[src/sv/apes_pkg.sv]
// ---------------------------------------------------------------------------
// apes_pkg: shared types and constants
// Fixed-point constants, CORDIC arctangent table and the cell word layout.
// ---------------------------------------------------------------------------
`default_nettype none

package apes_pkg;

    // chain geometry
    localparam int CORDIC_STAGES = 24;
    localparam int SQRT_STEPS    = 32;
    localparam int CELL_COUNT    = SQRT_STEPS;

    // configuration register indexes
    localparam int CFG_IDX_W = 2;
    localparam logic [CFG_IDX_W-1:0] REG_TIME_STEP = 2'd0;
    localparam logic [CFG_IDX_W-1:0] REG_MOBILITY  = 2'd1;

    localparam logic [31:0] TIME_STEP_RESET = 32'd42949673;
    localparam logic [31:0] MOBILITY_RESET  = 32'd65536;

    // angle constants, Q2.30 for the rotator
    localparam logic signed [33:0] CORDIC_GAIN = 34'sd652032874;
    localparam logic signed [33:0] HALF_PI_Q30 = 34'sd1686629713;
    localparam logic signed [33:0] PI_Q30      = 34'sd3373259426;

    // heading wrap constants, Q3.29
    localparam logic [43:0] PI_Q29      = 44'd1686629713;
    localparam logic [43:0] TWO_PI_Q29  = 44'd3373259426;
    localparam logic [43:0] WRAP_OFFSET = PI_Q29 + 44'd2048 * TWO_PI_Q29;
    // 2^48 / TWO_PI_Q29 (that is 2^19 / 2pi), for the quotient estimate
    localparam logic [16:0] WRAP_RECIP  = 17'((64'd1 << 48) / 64'd3373259426);

    localparam logic [30:0] ATAN_Q30 [32] = '{
        31'h3243F6A8, 31'h1DAC6705, 31'h0FADBAFC, 31'h07F56EA6, 31'h03FEAB76,
        31'h01FFD55B, 31'h00FFFAAA, 31'h007FFF55, 31'h003FFFEA, 31'h001FFFFD,
        31'h000FFFFF, 31'h0007FFFF, 31'h0003FFFF, 31'h0001FFFF, 31'h0000FFFF,
        31'h00007FFF, 31'h00003FFF, 31'h00001FFF, 31'h00000FFF, 31'h000007FF,
        31'h000003FF, 31'h000001FF, 31'h000000FF, 31'h0000007F, 31'h0000003F,
        31'h0000001F, 31'h0000000F, 31'h00000008, 31'h00000004, 31'h00000002,
        31'h00000001, 31'h00000000
    };

    // word handed from cell to cell
    typedef struct packed {
        logic signed [33:0] x;
        logic signed [33:0] y;
        logic signed [33:0] z;
        logic               flip;
        logic [63:0]        rad;
        logic [63:0]        root;
        logic [31:0]        v0;
        logic signed [48:0] t2x;
        logic signed [48:0] t2y;
        logic signed [31:0] heading;
        logic signed [15:0] noise;
        logic               last;
    } apes_cell_t;

    // per-cell constants
    typedef struct packed {
        logic        rot;
        logic [4:0]  shift;
        logic [30:0] atan;
        logic [63:0] sq_bit;
    } apes_step_t;

    typedef struct packed {
        logic signed [31:0] disp_x;
        logic signed [31:0] disp_y;
        logic signed [31:0] heading_out;
        logic               end_of_step;
    } apes_result_t;

endpackage

`default_nettype wire

[src/sv/apes_cell.sv]
// ---------------------------------------------------------------------------
// apes_cell: one link of the chain
// One CORDIC rotation step (when step.rot is set) and one integer square root step per cell.
// ---------------------------------------------------------------------------
`default_nettype none

module apes_cell (
    input  wire logic                clk,
    input  wire logic                rst_n,
    input  wire logic                en,
    input  wire apes_pkg::apes_step_t step,
    input  wire logic                in_valid,
    input  wire apes_pkg::apes_cell_t in_word,
    output logic                     out_valid,
    output apes_pkg::apes_cell_t     out_word
);
    import apes_pkg::*;

    logic                 valid_reg;
    apes_cell_t           word_reg;
    apes_cell_t           word_next;
    logic signed [33:0]   dx;
    logic signed [33:0]   dy;
    logic signed [33:0]   at;
    logic [63:0]          trial;

    // rotation and root step
    always_comb
    begin
        word_next = in_word;
        dx        = in_word.y >>> step.shift;
        dy        = in_word.x >>> step.shift;
        at        = $signed({3'b000, step.atan});
        trial     = in_word.root + step.sq_bit;
        if (step.rot)
        begin
            if (!in_word.z[33])
            begin
                word_next.x = in_word.x - dx;
                word_next.y = in_word.y + dy;
                word_next.z = in_word.z - at;
            end
            else
            begin
                word_next.x = in_word.x + dx;
                word_next.y = in_word.y - dy;
                word_next.z = in_word.z + at;
            end
        end
        if (in_word.rad >= trial)
        begin
            word_next.rad  = in_word.rad - trial;
            word_next.root = (in_word.root >> 1) + step.sq_bit;
        end
        else
        begin
            word_next.root = in_word.root >> 1;
        end
    end

    always_ff @(posedge clk or negedge rst_n)
    begin
        if (!rst_n)
            valid_reg <= 1'b0;
        else if (en)
            valid_reg <= in_valid;
    end

    always_ff @(posedge clk)
    begin
        if (en)
            word_reg <= word_next;
    end

    assign out_valid = valid_reg;
    assign out_word  = word_reg;

endmodule

`default_nettype wire

[config.mk]
export PLATFORM = sky130hd
export DESIGN_NAME = apes_cell
export DESIGN_NICKNAME = d
export VERILOG_FILES = /design/src/sv/apes_pkg.sv /design/src/sv/apes_cell.sv
export SDC_FILE = /design/constraint.sdc
export NUM_CORES = 1
export LEC_CHECK = 0
export BUFFER_PORTS_ARGS = -buffer_cell sky130_fd_sc_hd__clkbuf_2
export CORE_AREA = 2 2 362 364
export DETAILED_ROUTE_END_ITERATION = 7
export DIE_AREA = 0 0 364 366
export SLEW_MARGIN = 40
export SYNTH_ARGS = -nofsm -noshare
export SYNTH_HDL_FRONTEND = slang
export SYNTH_SLANG_ARGS = --single-unit
export TNS_END_PERCENT = 10
[constraint.sdc]
create_clock -name clk -period 1.9 [get_ports clk]
set_clock_uncertainty 0.2 [all_clocks]
set_input_delay 0.475 -clock clk [delete_from_list [all_inputs] [get_ports clk]]
set_output_delay 0.475 -clock clk [all_outputs]
set_load 0.01 [all_outputs]
==> results.rst <==
.. list-table::
   :header-rows: 1

   * - Metric
     - Value
   * - Sequential fraction of the synthesis area
     - 0.3264
   * - Clock sink total
     - 411
   * - Initial Utilization
     - 0.2930
   * - Number of levels the H-tree was split into
     - 2
   * - Detail Placement HPWL
     - 166.4 mm
   * - Vias
     - 44630
   * - Die area
     - 133200 sq um
   * - Outcome
     - finished, violations left
   * - Synth Area in Simple Gates
     - 0.1377
   * - Total wirelength of the detailed-routed design
     - 202.8 mm
   * - Number of standard cells after synthesis
     - 4013
   * - Adder-cell area share of the yosys netlist
     - 0.09984
   * - Dominant cell type by area after synthesis
     - edfxtp_1
   * - Unrepaired setup endpoints after global routing
     - yes
   * - Clock tree from TritonCTS
     - built
   * - Critical path arrival
     - 5.84 ns
   * - Mux contribution to synthesized area
     - 0.1053
   * - Wirelength per Cell
     - 23.60 microns
   * - Worst-path cell with the longest stage delay
     - or3_4
   * - Nature of the critical path endpoint
     - register
   * - Peak supply drop
     - 0.6727 mV
   * - Post-synthesis cell area
     - 37800 sq um
   * - Cell depth of the worst hold path
     - 3
   * - Number of buffers and inverters on the critical path
     - 4
   * - Slack of the worst reg-to-reg path
     - 0.96 ns
   * - R2R cell count
     - 1
   * - Maximum number of pins on one net before global-route repair
     - 54
   * - Transition time at the pin with the least slew margin
     - 0.8586 ns
   * - Count of antenna-violating nets left after detailed routing
     - 0
   * - Flip-flop cell with the highest count after synthesis
     - edfxtp_1
   * - Switching share of total power
     - 0.3780
   * - Worst slew margin relative to its limit
     - 0.4242
   * - Critical path startpoint category
     - input pin
   * - Pre-Repair DR Iteration Count
     - 6
   * - Switching power
     - 19.35 mW
   * - Post-synth EDFFs
     - 410
   * - Routability cong.
     - 0.9949
   * - Worst-case clock buffer depth
     - 3
   * - Register cell area after layout
     - 12340 sq um
   * - Endpoints failing hold
     - 0
   * - Final net count
     - 7573
   * - Worst hold start
     - in_word[283]
   * - Share of synthesized registers carrying an async set or reset
     - 0.002433
   * - Number of nets produced by synthesis
     - 4826
   * - Final worst setup slack
     - -3.735 ns
   * - Required time of the critical path
     - 2.11 ns
   * - I/O Pins
     - 926
   * - Vias in the first global route
     - 44140
   * - XOR/XNOR share of the synthesized area
     - 0.08110
   * - Peak fanout along the critical path
     - 8
   * - Dominant combinational cell family by area after synthesis
     - compound AO/OA/AOI/OAI gates
   * - Mean instance size in the synthesized netlist
     - 9.418 sq um
   * - Detailed-route vias per instance
     - 5.193
   * - Worst Hold Margin
     - 0.04924 ns
   * - Clock-pin slew on the worst setup and hold paths
     - 0.06 ns
   * - Largest cells by area after synthesis
     - edfxtp_1 (33%), ha_1 (9.7%), a21oi_1 (5.7%), mux4_2 (4.8%), xnor2_1 (4.5%)
   * - Placeable core region
     - 129000 sq um
   * - Startpoint of the worst setup timing path
     - step[5]
   * - Post-synthesis to final-layout area growth
     - 69.46%
   * - RR Endpoint
     - out_valid$_DFFE_PN0P_
   * - # setup viols final
     - 290
   * - Flops & latches, synth
     - 411
   * - Footprint of the multi-input gates
     - 25860 sq um
   * - Relative contribution of combinational cells to total power
     - 0.543
   * - DIE HEIGHT
     - 366 microns
   * - Count of maximum capacitance violations
     - 0
   * - Critical R2R Launch
     - out_valid$_DFFE_PN0P_
   * - Share of power burned in registers
     - 0.246
   * - Clk Tree Root Cell
     - clkbuf_16
   * - Power share of the clock group
     - 0.211
   * - Worst setup slack after placement
     - -5.041 ns
   * - Initial antenna violation count
     - 85
   * - Period minus WS final
     - 5.635 ns
   * - Share of the clock period used by the worst path
     - 2.966
   * - Post-Layout Inst Area
     - 64050 sq um
   * - Power per unit of standard cell area
     - 799.3 nW/um^2
   * - Crit-path max cell delay
     - 0.38 ns
   * - Worst min-delay path class
     - in -> reg
   * - Ratio of cells with drive above 1 in the final layout
     - 0.4862
   * - Number of max-slew violations in the final report
     - 0
   * - Worst min-delay path endpoint
     - out_word[283]$_DFFE_PP_
   * - Path type of the worst setup path
     - in -> reg
   * - Filler cell count
     - 12130
   * - DRC violations left
     - 0
   * - Total negative slack for setup checks
     - -694.70 ns
   * - Total congestion overflow after global routing
     - 0
   * - Cell variety after synth
     - 105
   * - Failing checks
     - negative setup slack
   * - Source-to-sink clock delay at the later pin of the worst-skew pair
     - 0.66 ns
   * - Count of buffers inserted at the top-level ports
     - 925
   * - Highest achievable clock rate
     - 177.5 MHz
   * - First-pass GRT wire length
     - 288.9 mm
   * - Die width
     - 364 microns
   * - Clock buffer count from CTS
     - 51
   * - Largest delay share family, worst path
     - compound AO/OA/AOI/OAI gates
   * - DRC marker count from the first detailed-route iteration
     - 3834
   * - Total cell area at the placement stage
     - 56720 sq um
   * - Internal power
     - 31.85 mW
   * - Leakage component of the power
     - 29.64 nW
   * - Synth top area share
     - 0.3257
   * - Syn. warnings
     - 0
   * - Site Rows
     - 132
   * - Compound-gate portion of the synthesized area
     - 0.2138
   * - PnR Total Power
     - 51.20 mW
   * - Overall routing resource usage
     - 0.2911
[state kept, by name (all words and copies together), names as in the netlist]
register,flops
out_valid,1
out_word,410
[power groups by stage]
stage / registers (mW) / clock network (mW) / logic, mW
after floorplan: 13.2 / 0 / 11.0
after detailed placement: 12.7 / 0 / 24.6
after global placement: 12.7 / 0 / 24.4
final: 12.6 / 10.8 / 27.8
after CTS: 12.6 / 11.0 / 26.7
after global routing: 12.7 / 11.3 / 29.8
[cell families after synthesis]
| family | Yosys count |
|---|---|
| AOI/OAI and AO/OA | 1272 |
| and+or+nand+nor | 1104 |
| DFF | 411 |
| xor gates and xnor gates | 350 |
| buffers and inverters | 301 |
| adders and majority gates | 298 |
| muxes | 277 |
[layout by cell type (no fill, tap or decap), types with 88 or more instances in the layout]
master,netlist,final
buf_4,12,1636
clkbuf_2,0,881
edfxtp_1,410,410
a21oi_1,432,365
nand2_1,322,312
nor2_1,353,285
ha_1,292,280
dlygate4sd3_1,0,245
xnor2_1,193,190
a21o_1,170,170
o21ai_0,227,161
xor2_1,157,155
mux2_2,120,104
inv_1,92,88
[how the worst max path moves through the flow]
stage | endpoint | slack, ns | depth (start not counted)
2_1_floorplan | out_word[252]$_DFFE_PP_ | -4.05 | 24
3_3_place_gp | out_word[205]$_DFFE_PP_ | -5.07 | 26
3_5_place_dp | out_word[203]$_DFFE_PP_ | -5.04 | 26
4_1_cts | out_word[236]$_DFFE_PP_ | -3.59 | 27
5_1_grt | out_word[260]$_DFFE_PP_ | -3.94 | 26
6_report | out_word[260]$_DFFE_PP_ | -3.74 | 26
[layer usage]
metal  share of wire  track usage  vias up
met3           0.073      0.05259      401
met1            0.41       0.3691    21460
met4           0.055       0.1437       12
met2            0.46       0.4737     1978
li1                -            -    20770
met5         0.00033            0        -
[stage by stage]
step,cells,utilization
after detailed placement,8142,0.4398
after global routing,8586,0.4964
final,8593,0.4966
after global placement,8142,0.4398
after floorplan,4013,-
after CTS,8513,0.4871
[synthesized netlist by cell type, types with 38 or more instances]
cell type	n
nand4_1	56
mux2_2	120
xnor2_1	193
mux4_2	80
a31oi_1	55
clkbuf_1	132
a21o_1	170
a211oi_1	38
o21bai_1	54
o21ai_0	227
edfxtp_1	410
xor2_1	157
nor2b_1	39
nand2b_1	39
inv_1	92
a21oi_1	432
o21a_1	45
nor2_1	353
ha_1	292
nand3_1	83
nand2_1	322
nor3_1	62
mux2i_1	68
[layout make-up]
class	instances	area share
diodes	49	0.001914
clock buffers	54	0.02043
clock inverters	41	0.007912
inverters	96	0.005704
multi-input cells	3301	0.4037
flip-flops and latches	411	0.1926
well taps	1742	0.03403
repair buffers	2899	0.3337
[repair_timing]
action,CTS,global route
setup buffers,25,29
hold endpoints to repair,243,1
pin swaps,98,95
endpoints found under the setup margin,417,401
gates cloned,8,4
resized for setup,387,207
hold buffers,244,1
(Power assumes the default switching activity.)
